`config.mk`:
```
export PLATFORM = sky130hd
export DESIGN_NAME = lcd_window_packet_framer
export DESIGN_NICKNAME = d
export VERILOG_FILES = /design/src/sv/lwpf_pkg.sv /design/src/sv/lcd_window_packet_framer.sv /design/src/sv/lwpf_datapath.sv /design/src/sv/lwpf_ctrl.sv
export SDC_FILE = /design/constraint.sdc
export NUM_CORES = 1
export LEC_CHECK = 0
export BUFFER_PORTS_ARGS = -buffer_cell sky130_fd_sc_hd__buf_4
export CORE_ASPECT_RATIO = 1.1
export CORE_MARGIN = 8
export CORE_UTILIZATION = 65
export DETAILED_ROUTE_END_ITERATION = 8
export GPL_TIMING_DRIVEN = 0
export PLACE_DENSITY = 0.83
export SYNTH_ARGS = -nofsm -noshare
export SYNTH_HDL_FRONTEND = slang
export SYNTH_SLANG_ARGS = --single-unit
```
`constraint.sdc`:
```
create_clock -name clk -period 6.6 [get_ports clk]
set_input_delay 0 -clock clk [delete_from_list [all_inputs] [get_ports clk]]
set_output_delay 0 -clock clk [all_outputs]
set_load 0.03 [all_outputs]
```
`src/sv/lwpf_pkg.sv`:
```
// Shared types, codes and constants of the LCD window packet framer.
package lwpf_pkg;

  // Item operation codes.
  typedef enum logic [1:0] {
    OP_START = 2'd0,
    OP_PIXEL = 2'd1,
    OP_END   = 2'd2,
    OP_LIGHT = 2'd3
  } opcode_t;

  // Configuration register indexes.
  localparam logic [1:0] CFG_COLOR_MODE = 2'd0;
  localparam logic [1:0] CFG_X_OFFSET   = 2'd1;
  localparam logic [1:0] CFG_Y_OFFSET   = 2'd2;
  localparam int CFG_INDEX_W = 2;
  localparam int CFG_DATA_W  = 8;

  // Result cap per item and the width of the counter that tracks it.
  localparam int MAX_RESULTS = 64;
  localparam int OCNT_W      = 7;

  // Stream byte codes.
  localparam logic [7:0]  TYPE_DATA      = 8'h00;
  localparam logic [7:0]  TYPE_WINDOW    = 8'h01;
  localparam logic [7:0]  LIGHT_ON_BYTE  = 8'h02;
  localparam logic [7:0]  LIGHT_OFF_BYTE = 8'h03;
  localparam logic [63:0] PAD_WORD       = {64{1'b1}};

  // One input item.
  typedef struct packed {
    opcode_t    opcode;
    logic [7:0] x_start;
    logic [7:0] x_end;
    logic [7:0] y_start;
    logic [7:0] y_end;
    logic [7:0] red;
    logic [7:0] green;
    logic [7:0] blue;
    logic       light_on;
  } item_t;

  // One result word.
  typedef struct packed {
    logic [63:0] stream_word;
    logic        last;
  } result_t;

  // Source of an emitted word.
  typedef enum logic [1:0] {
    KIND_DATA   = 2'd0,
    KIND_WINDOW = 2'd1,
    KIND_PAD    = 2'd2,
    KIND_LIGHT  = 2'd3
  } word_kind_t;

  // Commands from the controller to the datapath.
  typedef struct packed {
    logic       load;
    logic       wr_byte;
    logic       emit;
    word_kind_t kind;
    logic       last;
    logic       wp_clear;
    logic       pib_inc;
    logic       pib_clear;
  } dp_cmd_t;

  // Status from the datapath to the controller.
  typedef struct packed {
    opcode_t op;
    logic    pkt_open;
    logic    bytes_left;
    logic    close_now;
    logic    pib_wrap;
    logic    pib_zero;
    logic    out_free;
  } dp_status_t;

endpackage

```
`src/sv/lcd_window_packet_framer.sv`:
```
// Flow: an accepted start, end or backlight transaction is captured, passes through the dispatch
// state, and then its first word, if any, is registered into the output register. One transaction
// at a time; words leave one per cycle while the output is not stalled. Window and closed packets
// are PACKET_BYTES/8 words each; a backlight block is BLOCK_BYTES/8 words, capped at MAX_RESULTS.
// Reset clears the packet store, write position, block count, pair state, configuration, byte count
// and output valid; the rest of the captured item and the output payload are not reset.
module lcd_window_packet_framer #(
  parameter int PACKET_BYTES = 64,
  parameter int BLOCK_BYTES  = 512
) (
  input  logic                             clk,
  input  logic                             rst,
  input  logic                             cfg_we,
  input  logic [lwpf_pkg::CFG_INDEX_W-1:0] cfg_index,
  input  logic [lwpf_pkg::CFG_DATA_W-1:0]  cfg_data,
  input  logic                             item_valid,
  output logic                             item_stall,
  input  lwpf_pkg::item_t                  item_data,
  output logic                             res_valid,
  input  logic                             res_stall,
  output lwpf_pkg::result_t                res_data
);

  localparam int PW = PACKET_BYTES / 8;
  localparam int BW = BLOCK_BYTES / 8;
  localparam int CW = $clog2((PW > BW) ? PW : BW);

  lwpf_pkg::dp_cmd_t    dp_cmd;
  lwpf_pkg::dp_status_t dp_status;
  logic [CW-1:0]        word_idx;

  // Sequencer.
  lwpf_ctrl #(
    .PACKET_BYTES(PACKET_BYTES),
    .BLOCK_BYTES (BLOCK_BYTES)
  ) u_ctrl (
    .clk       (clk),
    .rst       (rst),
    .item_valid(item_valid),
    .item_stall(item_stall),
    .status    (dp_status),
    .cmd       (dp_cmd),
    .word_idx  (word_idx)
  );

  // Packet store and output.
  lwpf_datapath #(
    .PACKET_BYTES(PACKET_BYTES),
    .BLOCK_BYTES (BLOCK_BYTES)
  ) u_datapath (
    .clk      (clk),
    .rst      (rst),
    .cfg_we   (cfg_we),
    .cfg_index(cfg_index),
    .cfg_data (cfg_data),
    .item_data(item_data),
    .cmd      (dp_cmd),
    .word_idx (word_idx),
    .status   (dp_status),
    .res_valid(res_valid),
    .res_stall(res_stall),
    .res_data (res_data)
  );

  // A word is only loaded when the output register can take it.
  a_emit_free: assert property (@(posedge clk) disable iff (rst)
    dp_cmd.emit |-> dp_status.out_free)
    else $error("word loaded over a held output transaction");

  // No word is produced while the controller waits for a transaction.
  a_idle_quiet: assert property (@(posedge clk) disable iff (rst)
    !item_stall |-> !dp_cmd.emit)
    else $error("word emitted while idle");

  // The store is never written and read out in the same cycle.
  a_wr_emit: assert property (@(posedge clk) disable iff (rst)
    dp_cmd.wr_byte |-> !dp_cmd.emit)
    else $error("byte write collides with word emission");

endmodule

```
`src/sv/lwpf_datapath.sv`:
```
// Datapath of the framer: packet store, pixel packing, word selection and output register.
module lwpf_datapath #(
  parameter int PACKET_BYTES = 64,
  parameter int BLOCK_BYTES  = 512
) (
  input  logic                            clk,
  input  logic                            rst,
  input  logic                            cfg_we,
  input  logic [lwpf_pkg::CFG_INDEX_W-1:0] cfg_index,
  input  logic [lwpf_pkg::CFG_DATA_W-1:0]  cfg_data,
  input  lwpf_pkg::item_t                 item_data,
  input  lwpf_pkg::dp_cmd_t               cmd,
  input  logic [$clog2(((PACKET_BYTES / 8) > (BLOCK_BYTES / 8)) ?
                       (PACKET_BYTES / 8) : (BLOCK_BYTES / 8))-1:0] word_idx,
  output lwpf_pkg::dp_status_t            status,
  output logic                            res_valid,
  input  logic                            res_stall,
  output lwpf_pkg::result_t               res_data
);

  localparam int NW      = (PACKET_BYTES + 7) / 8;
  localparam int WPW     = $clog2(PACKET_BYTES);
  localparam int WIW     = WPW - 3;
  localparam int PPB_RAW = BLOCK_BYTES / PACKET_BYTES;
  localparam int PPB     = (PPB_RAW < 1) ? 1 : PPB_RAW;
  localparam int PIBW    = (PPB > 1) ? $clog2(PPB) : 1;

  // Configuration registers.
  logic       color_mode;
  logic [7:0] x_offset;
  logic [7:0] y_offset;

  // Captured item.
  lwpf_pkg::opcode_t op;
  logic [31:0]       win_bytes;
  logic              light_on;
  logic [23:0]       pix_bytes;
  logic [1:0]        nbytes;

  // Packet state.
  logic [63:0]     store [NW];
  logic [WPW-1:0]  wp;
  logic [PIBW-1:0] pib;
  logic [11:0]     held;
  logic            phase;

  logic [15:0]     c565;
  logic [11:0]     px444;
  logic [7:0]      xs_m;
  logic [7:0]      xe_m;
  logic [31:0]     win_next;
  logic [WPW-1:0]  wp_eff;
  logic            close_now;
  logic [WIW-1:0]  wr_widx;
  logic [2:0]      wr_lane;
  logic [WIW-1:0]  rd_widx;
  logic [8:0]      wp_wide;
  logic [7:0]      hdr;
  logic            idx_zero;
  logic            out_free;
  logic            pib_wrap;
  logic [63:0]     word;

  // Pixel packing and window adjustment from the incoming item.
  always_comb begin
    c565  = {item_data.red[7:3], item_data.green[7:2], item_data.blue[7:3]};
    px444 = {item_data.red[7:4], item_data.green[7:4], item_data.blue[7:4]};
    if (color_mode) begin
      xs_m = {item_data.x_start[7:1], 1'b0};
      xe_m = item_data.x_end + {7'd0, ~item_data.x_end[0]};
    end else begin
      xs_m = item_data.x_start;
      xe_m = item_data.x_end;
    end
    win_next = {xs_m + x_offset, xe_m + x_offset,
                item_data.y_start + y_offset, item_data.y_end + y_offset};
  end

  // Byte placement: a closed packet starts at its first data byte.
  assign wp_eff    = (wp == '0) ? WPW'(2) : wp;
  assign close_now = (wp_eff == WPW'(PACKET_BYTES - 1));
  assign wr_widx   = wp_eff[WPW-1:3];
  assign wr_lane   = wp_eff[2:0];
  assign rd_widx   = WIW'(word_idx);
  assign wp_wide   = 9'(wp);
  assign hdr       = wp_wide[7:0] - 8'd1;
  assign idx_zero  = (word_idx == '0);
  assign out_free  = !res_valid || !res_stall;
  assign pib_wrap  = (pib == PIBW'(PPB - 1));

  // Status to the controller.
  always_comb begin
    status.op         = op;
    status.pkt_open   = (wp != '0);
    status.bytes_left = (nbytes != 2'd0);
    status.close_now  = close_now;
    status.pib_wrap   = pib_wrap;
    status.pib_zero   = (pib == '0);
    status.out_free   = out_free;
  end

  // Word selection for the output register.
  always_comb begin
    unique case (cmd.kind)
      lwpf_pkg::KIND_DATA: begin
        word = idx_zero ? {lwpf_pkg::TYPE_DATA, hdr, store[0][47:0]} : store[rd_widx];
      end
      lwpf_pkg::KIND_WINDOW: begin
        word = idx_zero ? {lwpf_pkg::TYPE_WINDOW, win_bytes, 24'h000000} : 64'd0;
      end
      lwpf_pkg::KIND_PAD: begin
        word = lwpf_pkg::PAD_WORD;
      end
      lwpf_pkg::KIND_LIGHT: begin
        if (idx_zero) begin
          word = {(light_on ? lwpf_pkg::LIGHT_ON_BYTE : lwpf_pkg::LIGHT_OFF_BYTE),
                  lwpf_pkg::PAD_WORD[55:0]};
        end else begin
          word = lwpf_pkg::PAD_WORD;
        end
      end
      default: begin
        word = lwpf_pkg::PAD_WORD;
      end
    endcase
  end

  // Packet store: byte writes, and each word is cleared as it is sent.
  always_ff @(posedge clk) begin
    if (rst) begin
      for (int w = 0; w < NW; w++) begin
        store[w] <= '0;
      end
    end else if (cmd.wr_byte) begin
      store[wr_widx][{~wr_lane, 3'b000} +: 8] <= pix_bytes[23:16];
    end else if (cmd.emit && cmd.kind == lwpf_pkg::KIND_DATA) begin
      store[rd_widx] <= '0;
    end
  end

  // Control state: configuration, write position, block count, pair state, byte count and output valid.
  always_ff @(posedge clk) begin
    if (rst) begin
      color_mode <= 1'b0;
      x_offset   <= 8'd0;
      y_offset   <= 8'd0;
      wp         <= '0;
      pib        <= '0;
      held       <= 12'd0;
      phase      <= 1'b0;
      nbytes     <= 2'd0;
      res_valid  <= 1'b0;
    end else begin
      if (cfg_we) begin
        unique case (cfg_index)
          lwpf_pkg::CFG_COLOR_MODE: color_mode <= cfg_data[0];
          lwpf_pkg::CFG_X_OFFSET:   x_offset   <= cfg_data;
          lwpf_pkg::CFG_Y_OFFSET:   y_offset   <= cfg_data;
          default: ;
        endcase
      end
      if (cmd.load) begin
        unique case (item_data.opcode)
          lwpf_pkg::OP_PIXEL: begin
            if (!color_mode) begin
              nbytes <= 2'd2;
            end else if (!phase) begin
              nbytes <= 2'd0;
              held   <= px444;
              phase  <= 1'b1;
            end else begin
              nbytes <= 2'd3;
              held   <= 12'd0;
              phase  <= 1'b0;
            end
          end
          lwpf_pkg::OP_START, lwpf_pkg::OP_END: begin
            nbytes <= 2'd0;
            held   <= 12'd0;
            phase  <= 1'b0;
          end
          default: begin
            nbytes <= 2'd0;
          end
        endcase
      end else if (cmd.wr_byte) begin
        nbytes <= nbytes - 2'd1;
      end
      if (cmd.wr_byte) begin
        wp <= close_now ? wp_eff : wp_eff + WPW'(1);
      end else if (cmd.wp_clear) begin
        wp <= '0;
      end
      if (cmd.pib_clear) begin
        pib <= '0;
      end else if (cmd.pib_inc) begin
        pib <= pib_wrap ? '0 : pib + PIBW'(1);
      end
      if (cmd.emit) begin
        res_valid <= 1'b1;
      end else if (out_free) begin
        res_valid <= 1'b0;
      end
    end
  end

  // Item payload and output payload.
  always_ff @(posedge clk) begin
    if (cmd.load) begin
      op        <= item_data.opcode;
      win_bytes <= win_next;
      light_on  <= item_data.light_on;
      if (color_mode) begin
        pix_bytes <= {held, px444};
      end else begin
        pix_bytes <= {c565, 8'h00};
      end
    end else if (cmd.wr_byte) begin
      pix_bytes <= {pix_bytes[15:0], 8'h00};
    end
    if (cmd.emit) begin
      res_data.stream_word <= word;
      res_data.last        <= cmd.last;
    end
  end

endmodule

```
`src/sv/lwpf_ctrl.sv`:
```
// Controller of the framer: sequences byte writes and word runs for each transaction.
module lwpf_ctrl #(
  parameter int PACKET_BYTES = 64,
  parameter int BLOCK_BYTES  = 512
) (
  input  logic                 clk,
  input  logic                 rst,
  input  logic                 item_valid,
  output logic                 item_stall,
  input  lwpf_pkg::dp_status_t status,
  output lwpf_pkg::dp_cmd_t    cmd,
  output logic [$clog2(((PACKET_BYTES / 8) > (BLOCK_BYTES / 8)) ?
                       (PACKET_BYTES / 8) : (BLOCK_BYTES / 8))-1:0] word_idx
);

  localparam int PW = PACKET_BYTES / 8;
  localparam int BW = BLOCK_BYTES / 8;
  localparam int CW = $clog2((PW > BW) ? PW : BW);

  typedef enum logic [2:0] {
    S_IDLE,
    S_DISPATCH,
    S_WR_BYTE,
    S_EMIT_DATA,
    S_EMIT_WIN,
    S_PAD,
    S_LIGHT
  } state_t;

  state_t                       state;
  state_t                       state_next;
  logic [CW-1:0]                cnt;
  logic [CW-1:0]                cnt_next;
  logic [lwpf_pkg::OCNT_W-1:0]  ocnt;
  logic [lwpf_pkg::OCNT_W-1:0]  ocnt_next;
  logic                         pkt_end;
  logic                         run_end;
  logic                         cap;

  assign item_stall = (state != S_IDLE);
  assign word_idx   = cnt;
  assign pkt_end    = (cnt == CW'(PW - 1));
  assign run_end    = (cnt == CW'(BW - 1));
  assign cap        = (ocnt == lwpf_pkg::OCNT_W'(lwpf_pkg::MAX_RESULTS - 1));

  // Next state and datapath commands.
  always_comb begin
    state_next = state;
    cnt_next   = cnt;
    ocnt_next  = ocnt;
    cmd        = '0;
    unique case (state)
      S_IDLE: begin
        if (item_valid) begin
          cmd.load   = 1'b1;
          ocnt_next  = '0;
          state_next = S_DISPATCH;
        end
      end
      S_DISPATCH: begin
        cnt_next = '0;
        unique case (status.op)
          lwpf_pkg::OP_START: state_next = status.pkt_open ? S_EMIT_DATA : S_EMIT_WIN;
          lwpf_pkg::OP_PIXEL: state_next = S_WR_BYTE;
          lwpf_pkg::OP_END: begin
            if (status.pkt_open) begin
              state_next = S_EMIT_DATA;
            end else begin
              state_next = status.pib_zero ? S_IDLE : S_PAD;
            end
          end
          default: state_next = S_LIGHT;
        endcase
      end
      S_WR_BYTE: begin
        if (!status.bytes_left) begin
          state_next = S_IDLE;
        end else begin
          cmd.wr_byte = 1'b1;
          if (status.close_now) begin
            state_next = S_EMIT_DATA;
          end
        end
      end
      S_EMIT_DATA: begin
        if (status.out_free) begin
          cmd.emit  = 1'b1;
          cmd.kind  = lwpf_pkg::KIND_DATA;
          cmd.last  = pkt_end && (status.op == lwpf_pkg::OP_PIXEL ||
                                  (status.op == lwpf_pkg::OP_END && status.pib_wrap));
          cnt_next  = cnt + 1'b1;
          ocnt_next = ocnt + 1'b1;
          if (pkt_end) begin
            cmd.wp_clear = 1'b1;
            cmd.pib_inc  = 1'b1;
            cnt_next     = '0;
            unique case (status.op)
              lwpf_pkg::OP_START: state_next = S_EMIT_WIN;
              lwpf_pkg::OP_PIXEL: state_next = S_WR_BYTE;
              lwpf_pkg::OP_END:   state_next = status.pib_wrap ? S_IDLE : S_PAD;
              default:            state_next = S_IDLE;
            endcase
          end
        end
      end
      S_EMIT_WIN: begin
        if (status.out_free) begin
          cmd.emit  = 1'b1;
          cmd.kind  = lwpf_pkg::KIND_WINDOW;
          cmd.last  = pkt_end;
          cnt_next  = cnt + 1'b1;
          ocnt_next = ocnt + 1'b1;
          if (pkt_end) begin
            cmd.pib_inc = 1'b1;
            cnt_next    = '0;
            state_next  = S_IDLE;
          end
        end
      end
      S_PAD: begin
        // Pad packets advance the block count until it wraps or the cap clears it.
        if (status.out_free) begin
          cmd.emit  = 1'b1;
          cmd.kind  = lwpf_pkg::KIND_PAD;
          cmd.last  = (pkt_end && status.pib_wrap) || cap;
          cnt_next  = cnt + 1'b1;
          ocnt_next = ocnt + 1'b1;
          if (cap) begin
            cmd.pib_clear = 1'b1;
            cnt_next      = '0;
            state_next    = S_IDLE;
          end else if (pkt_end) begin
            cmd.pib_inc = 1'b1;
            cnt_next    = '0;
            if (status.pib_wrap) begin
              state_next = S_IDLE;
            end
          end
        end
      end
      S_LIGHT: begin
        if (status.out_free) begin
          cmd.emit  = 1'b1;
          cmd.kind  = lwpf_pkg::KIND_LIGHT;
          cmd.last  = run_end || cap;
          cnt_next  = cnt + 1'b1;
          ocnt_next = ocnt + 1'b1;
          if (run_end || cap) begin
            cnt_next   = '0;
            state_next = S_IDLE;
          end
        end
      end
      default: begin
        state_next = S_IDLE;
      end
    endcase
  end

  // State and counters.
  always_ff @(posedge clk) begin
    if (rst) begin
      state <= S_IDLE;
      cnt   <= '0;
      ocnt  <= '0;
    end else begin
      state <= state_next;
      cnt   <= cnt_next;
      ocnt  <= ocnt_next;
    end
  end

endmodule
```
==> out/qor_table.md, run 1 <==
| Group | Parameter | Reported |
| --- | --- | --- |
| min path | Launch instance of the worst min-delay path | item_data[29] |
| layout | Area added between synthesis and finish | 14.43% |
| floorplanning | Overall die height | 252.4 µm |
| critical path | CP endpoint | u_datapath.store[1][32] |
| layout | # nets final | 2953 |
| pwr | Static Leak | 13.90 nW |
| routing | Total wire length after detailed routing | 108700 µm |
| routing | Final routed wire length divided by cell count | 30.65 µm |
| min path | Hold crit path type | input port to register |
| critical path | Most prevalent standard cell on the critical path | sky130_fd_sc_hd__clkbuf_1 |
| timing | Final number of hold-violating endpoints | 0 |
| pwr | Part of the total power dissipated in combinational logic | 0.251 |
| pwr | Peak ir drop on the vdd network | 0.2589 mV |
| timing | Setup repair after global routing missed its margin | false |
| layout | Post-route core utilization | 0.7535 |
| global route | Initial antenna violation count | 5 |
| timing | Transition at the pin with the smallest max-transition slack | 1.575 ns |
| timing | Skew final | 0.03375 ns |
| placed design | Inst Count DP | 3350 |
| critical path | Critical Path Stages | 10 |
| timing | Slew Limit Headroom | -0.05016 |
| synth | Synth top area cells | sky130_fd_sc_hd__edfxtp_1 58%, sky130_fd_sc_hd__mux4_2 8.7%, sky130_fd_sc_hd__and3_1 4.8%, sky130_fd_sc_hd__dfxtp_1 3.7%, sky130_fd_sc_hd__nor2_1 3.3% |
| synth | Area share of the leading cell type in the synthesized netlist | 0.5784 |
| outcome | Run status | complete, but fails checks |
| pwr | Total power per unit cell area | 327.7 nW/µm² |
| layout | Fraction of layout cells with a size suffix above 1 | 0.1677 |
| synth | Summed instance area of the synthesized netlist | 33020 µm² |
| critical path | Sort of element at the start of the critical path | register |
| synth | Post-Synthesis Net Count | 2668 |
| synth | Synth Instances | 2550 |
| clock tree | Hold buffers post-CTS | 71 |
| synth | Top flip-flop cell by instance count after synthesis | sky130_fd_sc_hd__edfxtp_1 |
| placed design | Half-perimeter wire length after detailed placement | 73470 µm |
| synth | Adder-Cell Fraction of Synth Area | 0.01758 |
| outcome | Failing checks | max-capacitance violations, max-slew violations |
| floorplanning | Io pins | 141 |
| critical path | Buffer and inverter count on the worst path | 4 |
| synth | Number of warnings issued by yosys | 0 |
| pwr | Internal portion of total power | 8.349 mW |
| timing | Share of the clock period used by the worst path | 0.6297 |
| critical path | Delay-heaviest family, CP | buffers and inverters |
| critical path | Launching element of the worst setup path | u_datapath.wp[2] |
| clock tree | Post-CTS resize count | 0 |
| synth | Number of synthesized flops with an enable pin | 636 |
| critical path | Max Fanout on Critical Path | 10 |
| critical path | Worst reg2reg startpoint | u_datapath.wp[2] |
| floorplanning | Row cnt | 86 |
| placed design | IO Port Bufs | 132 |
| pwr | Switching power summed over all nets | 4.032 mW |
| floorplanning | Area of the placeable core | 50140 µm² |
| synth | Combinational family with the most area after synthesis | simple AND/OR/NAND/NOR gates |
| synth | Syn_area_per_cell | 12.95 µm² |
| layout | Design Area, Final | 37780 µm² |
| timing | Setup violation total in the final timing report | 0 |
| clock tree | TritonCTS Sinks | 697 |
| synth | Simple-gate share of the synthesized area | 0.1444 |
| clock tree | CTS tree | built |
| critical path | Worst-case reg-to-reg path depth | 10 |
| critical path | Critical path, cell by cell | clkbuf_1 -> clkbuf_1 -> ha_1 -> buf_1 -> and3_1 -> clkbuf_1 -> nand3_1 -> nor2_1 -> nand2_1 -> a22oi_1 |
| synth | Count of different cell masters after synthesis | 76 |
| pwr | Clock power share | 0.312 |
| timing | Hold slack | 0.02337 ns |
| critical path | Worst EP required | 6.82 ns |
| timing | Final Worst Setup Slack | 2.444 ns |
| critical path | Cell at the slowest stage of the critical path | sky130_fd_sc_hd__a22oi_1 |
| timing | Total Negative Setup Slacks | 0 ns |
| synth | Proportion of register bits with asynchronous set or reset after synthesis | 0 |
| clock tree | Post-CTS setup repair buffer count | 0 |
| global route | Number of global-route vias before repair | 25080 |
| floorplanning | Die area | 58270 µm² |
| pwr | Relative contribution of sequential cells to total power | 0.437 |
| clock tree | Cts bufs inserted | 70 |
| synth | Total of flip-flops plus latches after synthesis | 697 |
| routing | Detail-routed via count per cell | 7.067 |
| placed design | Weighted congestion reported at the end of routability-driven placement | 1.005 |
| synth | Compound-gate portion of the synthesized area | 0.06192 |
| routing | Initial DRC Count | 4390 |
| clock tree | Max clock buf depth | 3 |
| routing | # DRC | 0 |
| placed design | Pre-CTS setup slack | 2.566 ns |
| clock tree | H-tree levels | 3 |
| global route | Largest net degree at the start of global routing | 45 |
| routing | Number of routed nets with antenna violations | 0 |
| timing | Fin crit period | 4.156 ns |
| flow run | Number of maximum-capacitance constraint violations | 2 |
| timing | Maximum clock frequency | 240.6 MHz |
| routing | Total via count in the routed design | 25070 |
| critical path | End of the worst register-to-register path | u_datapath.store[1][32] |
| routing | Drt first pass iters | 7 |
| global route | GR Overflow Total | 0 |
| synth | XOR/XNOR share of the synthesized area | 0.008488 |
| floorplanning | Horizontal die dimension | 230.9 µm |
| critical path | Register-to-register path setup slack | 2.44 ns |
| synth | Mux cell area share after synthesis | 0.1171 |
| global route | Global-route wire length before repair | 157100 µm |
| layout | Final cell count without fillers | 3548 |
| critical path | Endpoint arrival time on the critical path | 4.38 ns |
| critical path | Kind of capture point of the worst setup path | register |
| global route | All-layer global routing usage | 0.3661 |
| placed design | Placed Instance Area | 34910 µm² |
| floorplanning | Starting utilization of the core area | 0.6585 |
| synth | Leading area contributor after synthesis | sky130_fd_sc_hd__edfxtp_1 |
| pwr | Total design power | 12.38 mW |
| clock tree | Clock input transition at the sequential cells of the worst setup and hold paths | 0.07 ns |
| clock tree | Clk root buf | sky130_fd_sc_hd__clkbuf_16 |
| clock tree | Source-to-sink clock delay at the later pin of the worst-skew pair | 0.62 ns |
| timing | Max-slew violation count | 12 |
| critical path | Critical path start-end classification | register to register |
| pwr | Switching part of the total power | 0.3257 |
| synth | Sequential fraction of the synthesis area | 0.6154 |
| critical path | Delay of the slowest critical-path stage | 0.98 ns |
-- final cells by class --
cell class	instances	area [µm²]
multi-input combinational	1581	11540
timing repair buffer	213	1789
sequential	697	20320
fill	3097	12360
inverter	38	142.6
buffer	234	1023
antenna	2	5.005
tap	660	825.8
clock buffer	93	1901
clock inverter	30	239.0
-- cell families (layout without fill, tap and decap cells) --
group	after synthesis	in the layout
buffers and inverters	272	608
AND/OR/NAND/NOR	955	955
multiplexers	226	226
flip-flops	697	697
other	0	2
XOR/XNOR	32	32
adder cells (fa/ha/maj)	44	44
AO/OA/AOI/OAI	324	324
-- cell usage after synthesis, drive strengths merged, types with 9 or more instances --
cell and n:
edfxtp 636, nor2 295, and3 253, nand2 160, o21ai 154, clkbuf 144, mux4 128, nor3 103
mux2i 97, buf 90, nand3 79, dfxtp 61, a21oi 55, ha 40, inv 37, xnor2 22
a22oi 18, o221ai 15, a31oi 12, and2 12, nor2b 10, xor2 10, a21o 9, a31o 9
nand4 9
-- registers in the layout (all words and copies together), names as in the netlist, named ones only --
register,flops
u_datapath.store,512
u_datapath.res_data,65
u_datapath.win_bytes,32
u_datapath.pix_bytes,24
u_datapath.held,12
u_datapath.x_offset,8
u_datapath.y_offset,8
u_ctrl.ocnt,7
u_ctrl.word_idx,6
u_datapath.wp,6
u_ctrl.state,3
u_datapath.pib,3
u_datapath.nbytes,2
u_datapath.op,2
u_datapath.color_mode,1
u_datapath.light_on,1
u_datapath.phase,1
u_datapath.res_valid,1
-- worst reg2reg max path, stage by stage, from the launching register on --
cell and delay [ns]:
sky130_fd_sc_hd__dfxtp_1 0.33, sky130_fd_sc_hd__clkbuf_1 0.38, sky130_fd_sc_hd__clkbuf_1 0.19, sky130_fd_sc_hd__ha_1 0.14, sky130_fd_sc_hd__buf_1 0.53, sky130_fd_sc_hd__and3_1 0.28, sky130_fd_sc_hd__clkbuf_1 0.31, sky130_fd_sc_hd__nand3_1 0.27
sky130_fd_sc_hd__nor2_1 0.23, sky130_fd_sc_hd__nand2_1 0.13, sky130_fd_sc_hd__a22oi_1 0.98
-- layer usage --
metal  up-vias  track usage  routed length [µm]
met1     11910       0.4294               34270
met4         8       0.2430                8616
met2      2373       0.5570               48440
met5         -            0                  54
li1      10210            -                   -
met3       568       0.1445               17360
-- power by group through the flow --
stage / Combinational (mW) / Clock, mW / Sequential [mW]
5_1_grt: 3.18 / 3.98 / 5.43
4_1_cts: 2.93 / 3.81 / 5.41
3_5_place_dp: 2.87 / 0 / 5.49
3_3_place_gp: 2.80 / 0 / 5.49
6_report: 3.11 / 3.86 / 5.41
2_1_floorplan: 1.57 / 0 / 5.59
-- layout by cell type, fill, tap and decap left out, types with 62 or more instances in the layout --
master	Yosys	routed
sky130_fd_sc_hd__clkbuf_1	141	159
sky130_fd_sc_hd__nor3_1	99	99
sky130_fd_sc_hd__nand3_1	79	79
sky130_fd_sc_hd__buf_2	58	62
sky130_fd_sc_hd__clkbuf_16	0	72
sky130_fd_sc_hd__mux2i_1	97	97
sky130_fd_sc_hd__o21ai_0	148	132
sky130_fd_sc_hd__dlygate4sd3_1	0	71
sky130_fd_sc_hd__nand2_1	158	158
sky130_fd_sc_hd__mux4_2	128	128
sky130_fd_sc_hd__and3_1	253	253
sky130_fd_sc_hd__buf_4	7	144
sky130_fd_sc_hd__nor2_1	289	289
sky130_fd_sc_hd__edfxtp_1	636	636
-- how the worst min path moves through the flow --
stage                               to  slack [ns]  cells after the start
2_1_floorplan      u_datapath.light_on         0.1                      0
6_report       u_datapath.win_bytes[7]        0.02                      4
3_3_place_gp       u_datapath.light_on        0.19                      1
5_1_grt        u_datapath.win_bytes[7]        0.07                      4
3_5_place_dp       u_datapath.light_on        0.19                      1
4_1_cts                 u_ctrl.ocnt[0]        0.02                      6
Power figures use the tool's default switching activity.
==> run 2, diff against run 1 <==
- CORE_UTILIZATION: 65 -> 56
- PLACE_DENSITY: 0.83 -> 0.76
- clock period: 6.6 -> 3.7 ns (I/O delays scaled with it)
==> out/qor_table.md, run 2 (synthesis gave the netlist of run 1 again) <==
| Group | Parameter | Reported |
| --- | --- | --- |
| outcome | Run status | complete, but fails checks |
| outcome | Failing checks | negative setup slack |
| layout | Most frequent standard cell in the layout excluding fill and tap cells | sky130_fd_sc_hd__edfxtp_1 |
| pwr | Total power per unit cell area | 591.0 nW/µm² |
| floorplanning | Io pins | 141 |
| layout | Flip-flop and latch area | 20320 µm² |
| floorplanning | Starting utilization of the core area | 0.5652 |
| layout | Commonest cells after routing, fill and taps aside | 636 x sky130_fd_sc_hd__edfxtp_1, 289 x sky130_fd_sc_hd__nor2_1, 253 x sky130_fd_sc_hd__and3_1 |
| critical path | Max Fanout on Critical Path | 10 |
| placed design | Weighted congestion reported at the end of routability-driven placement | 0.9499 |
| layout | Registers with the highest flip-flop counts | u_datapath.store x512, u_datapath.res_data x65, u_datapath.win_bytes x32 |
| timing | Max-slew violation count | 0 |
| layout | Post-route core utilization | 0.6563 |
| layout | Register bank with the most flops | u_datapath.store |
| layout | Area added between synthesis and finish | 16.11% |
| layout | Design Area, Final | 38340 µm² |
| timing | Share of the clock period used by the worst path | 1.021 |
| timing | Skew final | 0.02809 ns |
| global route | Largest net degree at the start of global routing | 45 |
| routing | Initial DRC Count | 3791 |
| floorplanning | Area of the placeable core | 58410 µm² |
| timing | Setup repair after global routing missed its margin | true |
| layout | Area taken by multi-input logic gates | 11660 µm² |
| pwr | Static Leak | 14.07 nW |
| global route | Number of global-route vias before repair | 24630 |
| routing | Highest routed layer | met5 |
| floorplanning | Horizontal die dimension | 247.5 µm |
| timing | Slew Limit Headroom | 0.04595 |
| routing | Amount of wire on met3 after detailed routing | 15430 µm |
| routing | Total wire length after detailed routing | 108700 µm |
| timing | Maximum clock frequency | 264.7 MHz |
| clock tree | Max clock buf depth | 3 |
| global route | GR Overflow Total | 0 |
| routing | Drt first pass iters | 8 |
| clock tree | CTS tree | built |
| timing | Setup violation total in the final timing report | 8 |
| critical path | Critical path, cell by cell | clkbuf_1 -> clkbuf_1 -> ha_1 -> nor3_4 -> nand3_1 -> nor2_4 -> nor2_1 -> o21ai_1 |
| placed design | Half-perimeter wire length after detailed placement | 74390 µm |
| floorplanning | Row cnt | 93 |
| clock tree | Cts bufs inserted | 70 |
| timing | Final Worst Setup Slack | -0.07763 ns |
| routing | Number of routed nets with antenna violations | 0 |
| clock tree | H-tree levels | 3 |
| routing | Routed met2 length | 49860 µm |
| global route | Global-route wire length before repair | 157200 µm |
| routing | # DRC | 0 |
| layout | Max FFs per register | 512 |
| critical path | Delay of the slowest critical-path stage | 0.92 ns |
| pwr | Total design power | 22.66 mW |
| routing | Detail-routed via count per cell | 6.781 |
| global route | All-layer global routing usage | 0.3184 |
| routing | Total via count in the routed design | 24800 |
| critical path | Cell at the slowest stage of the critical path | sky130_fd_sc_hd__o21ai_1 |
| global route | Initial antenna violation count | 2 |
| placed design | IO Port Bufs | 132 |
| critical path | Most prevalent standard cell on the critical path | sky130_fd_sc_hd__clkbuf_1 |
| clock tree | Source-to-sink clock delay at the later pin of the worst-skew pair | 0.63 ns |
| layout | Fillcell total | 4195 |
| critical path | Kind of capture point of the worst setup path | register |
| routing | Final routed wire length divided by cell count | 29.71 µm |
| timing | Total Negative Setup Slacks | -0.4924 ns |
| clock tree | TritonCTS Sinks | 697 |
| critical path | Critical path start-end classification | register to register |
| timing | Fin crit period | 3.778 ns |
| critical path | Sort of element at the start of the critical path | register |
| critical path | Worst EP required | 3.92 ns |
| critical path | Endpoint arrival time on the critical path | 4.00 ns |
| pwr | Peak ir drop on the vdd network | 0.3516 mV |
| layout | # nets final | 2957 |
| routing | Met1 wire length | 36580 µm |
| timing | Final number of hold-violating endpoints | 0 |
| clock tree | Clock input transition at the sequential cells of the worst setup and hold paths | 0.06 ns |
| clock tree | Clk root buf | sky130_fd_sc_hd__clkbuf_16 |
| flow run | Number of maximum-capacitance constraint violations | 0 |
| min path | Hold crit path type | input port to register |
| floorplanning | Die area | 66990 µm² |
| placed design | Placed Instance Area | 35020 µm² |
| layout | Fraction of layout cells with a size suffix above 1 | 0.1851 |
| timing | Transition at the pin with the smallest max-transition slack | 1.431 ns |
| floorplanning | Overall die height | 270.7 µm |
[run 2: cell types whose count changed in the layout (fill, tap and decap cells not counted), moves of 6 or more]
| cell | delta |
|---|---|
| sky130_fd_sc_hd__nand2_1 | -16 |
| sky130_fd_sc_hd__nand2_2 | +16 |
| sky130_fd_sc_hd__o21ai_0 | -11 |
| sky130_fd_sc_hd__o21ai_2 | +10 |
| sky130_fd_sc_hd__clkbuf_1 | -8 |
| sky130_fd_sc_hd__bufinv_16 | +6 |
| sky130_fd_sc_hd__clkbuf_2 | +6 |
[run 2: worst paths after layout]
kind | start | end | slack [ns] | cells past startpoint
max | u_datapath.wp[2] | u_datapath.store[4][7] | -0.08 | 8
min | item_data[58] | u_datapath.op[1] | 0.13 | 2
max reg2reg | u_datapath.wp[2] | u_datapath.store[4][7] | -0.08 | 8
min reg2reg | u_datapath.nbytes[0] | u_datapath.nbytes[0] | 0.49 | 2
[run 2: stage by stage]
| stage | worst slack, ns | instances | hold WS [ns] |
|---|---|---|---|
| global placement | -0.5854 | 3442 | 0.1932 |
| finish | -0.07763 | 3658 | 0.1340 |
| global route | -0.1435 | 3655 | 0.1279 |
| detailed placement | -0.5153 | 3448 | 0.1941 |
| CTS | 0.006725 | 3649 | 0.1039 |
| floorplan | 0.5303 | 2550 | 0.09887 |
[run 2: timing repair]
item / in CTS / in global routing
setup endpoints to repair: 230 / 359
endpoints found under the hold margin: 92 / 0
gates resized for setup: 29 / 39
hold buffers: 74 / 0
pin swaps: 0 / 1
buffers inserted: 0 / 5
[run 2: metal layers]
metal / track usage / vias to the layer above
li1: - / 10200
met1: 0.3851 / 12040
met2: 0.4927 / 2145
met3: 0.1078 / 419
met4: 0.1860 / 2
met5: 0.01055 / -
[run 2: power breakdown]
group	internal [mW]	switching [mW]
sequential	9.41	0.230
clock	4.36	3.10
combinational	1.67	3.88
total	15.4	7.21
[run 2: layout make-up]
class,count,area share
antenna,3,0.0001958
buffer,233,0.02715
clock buffer,95,0.05114
clock inverter,33,0.01064
inverter,38,0.003819
multi-input combinational,1581,0.3042
sequential,697,0.5300
tap,760,0.02480
timing repair buffer,218,0.04798
[run 2: worst max-delay path, delay by kind of cell, from the launching register on]
| kind | cells | cell delay [ns] |
|---|---|---|
| AND/OR/NAND/NOR | 4 | 1.18 |
| AO/OA/AOI/OAI | 1 | 0.92 |
| buffers and inverters | 2 | 0.52 |
| adder cells (fa/ha/maj) | 1 | 0.42 |
| flip-flops | 1 | 0.35 |
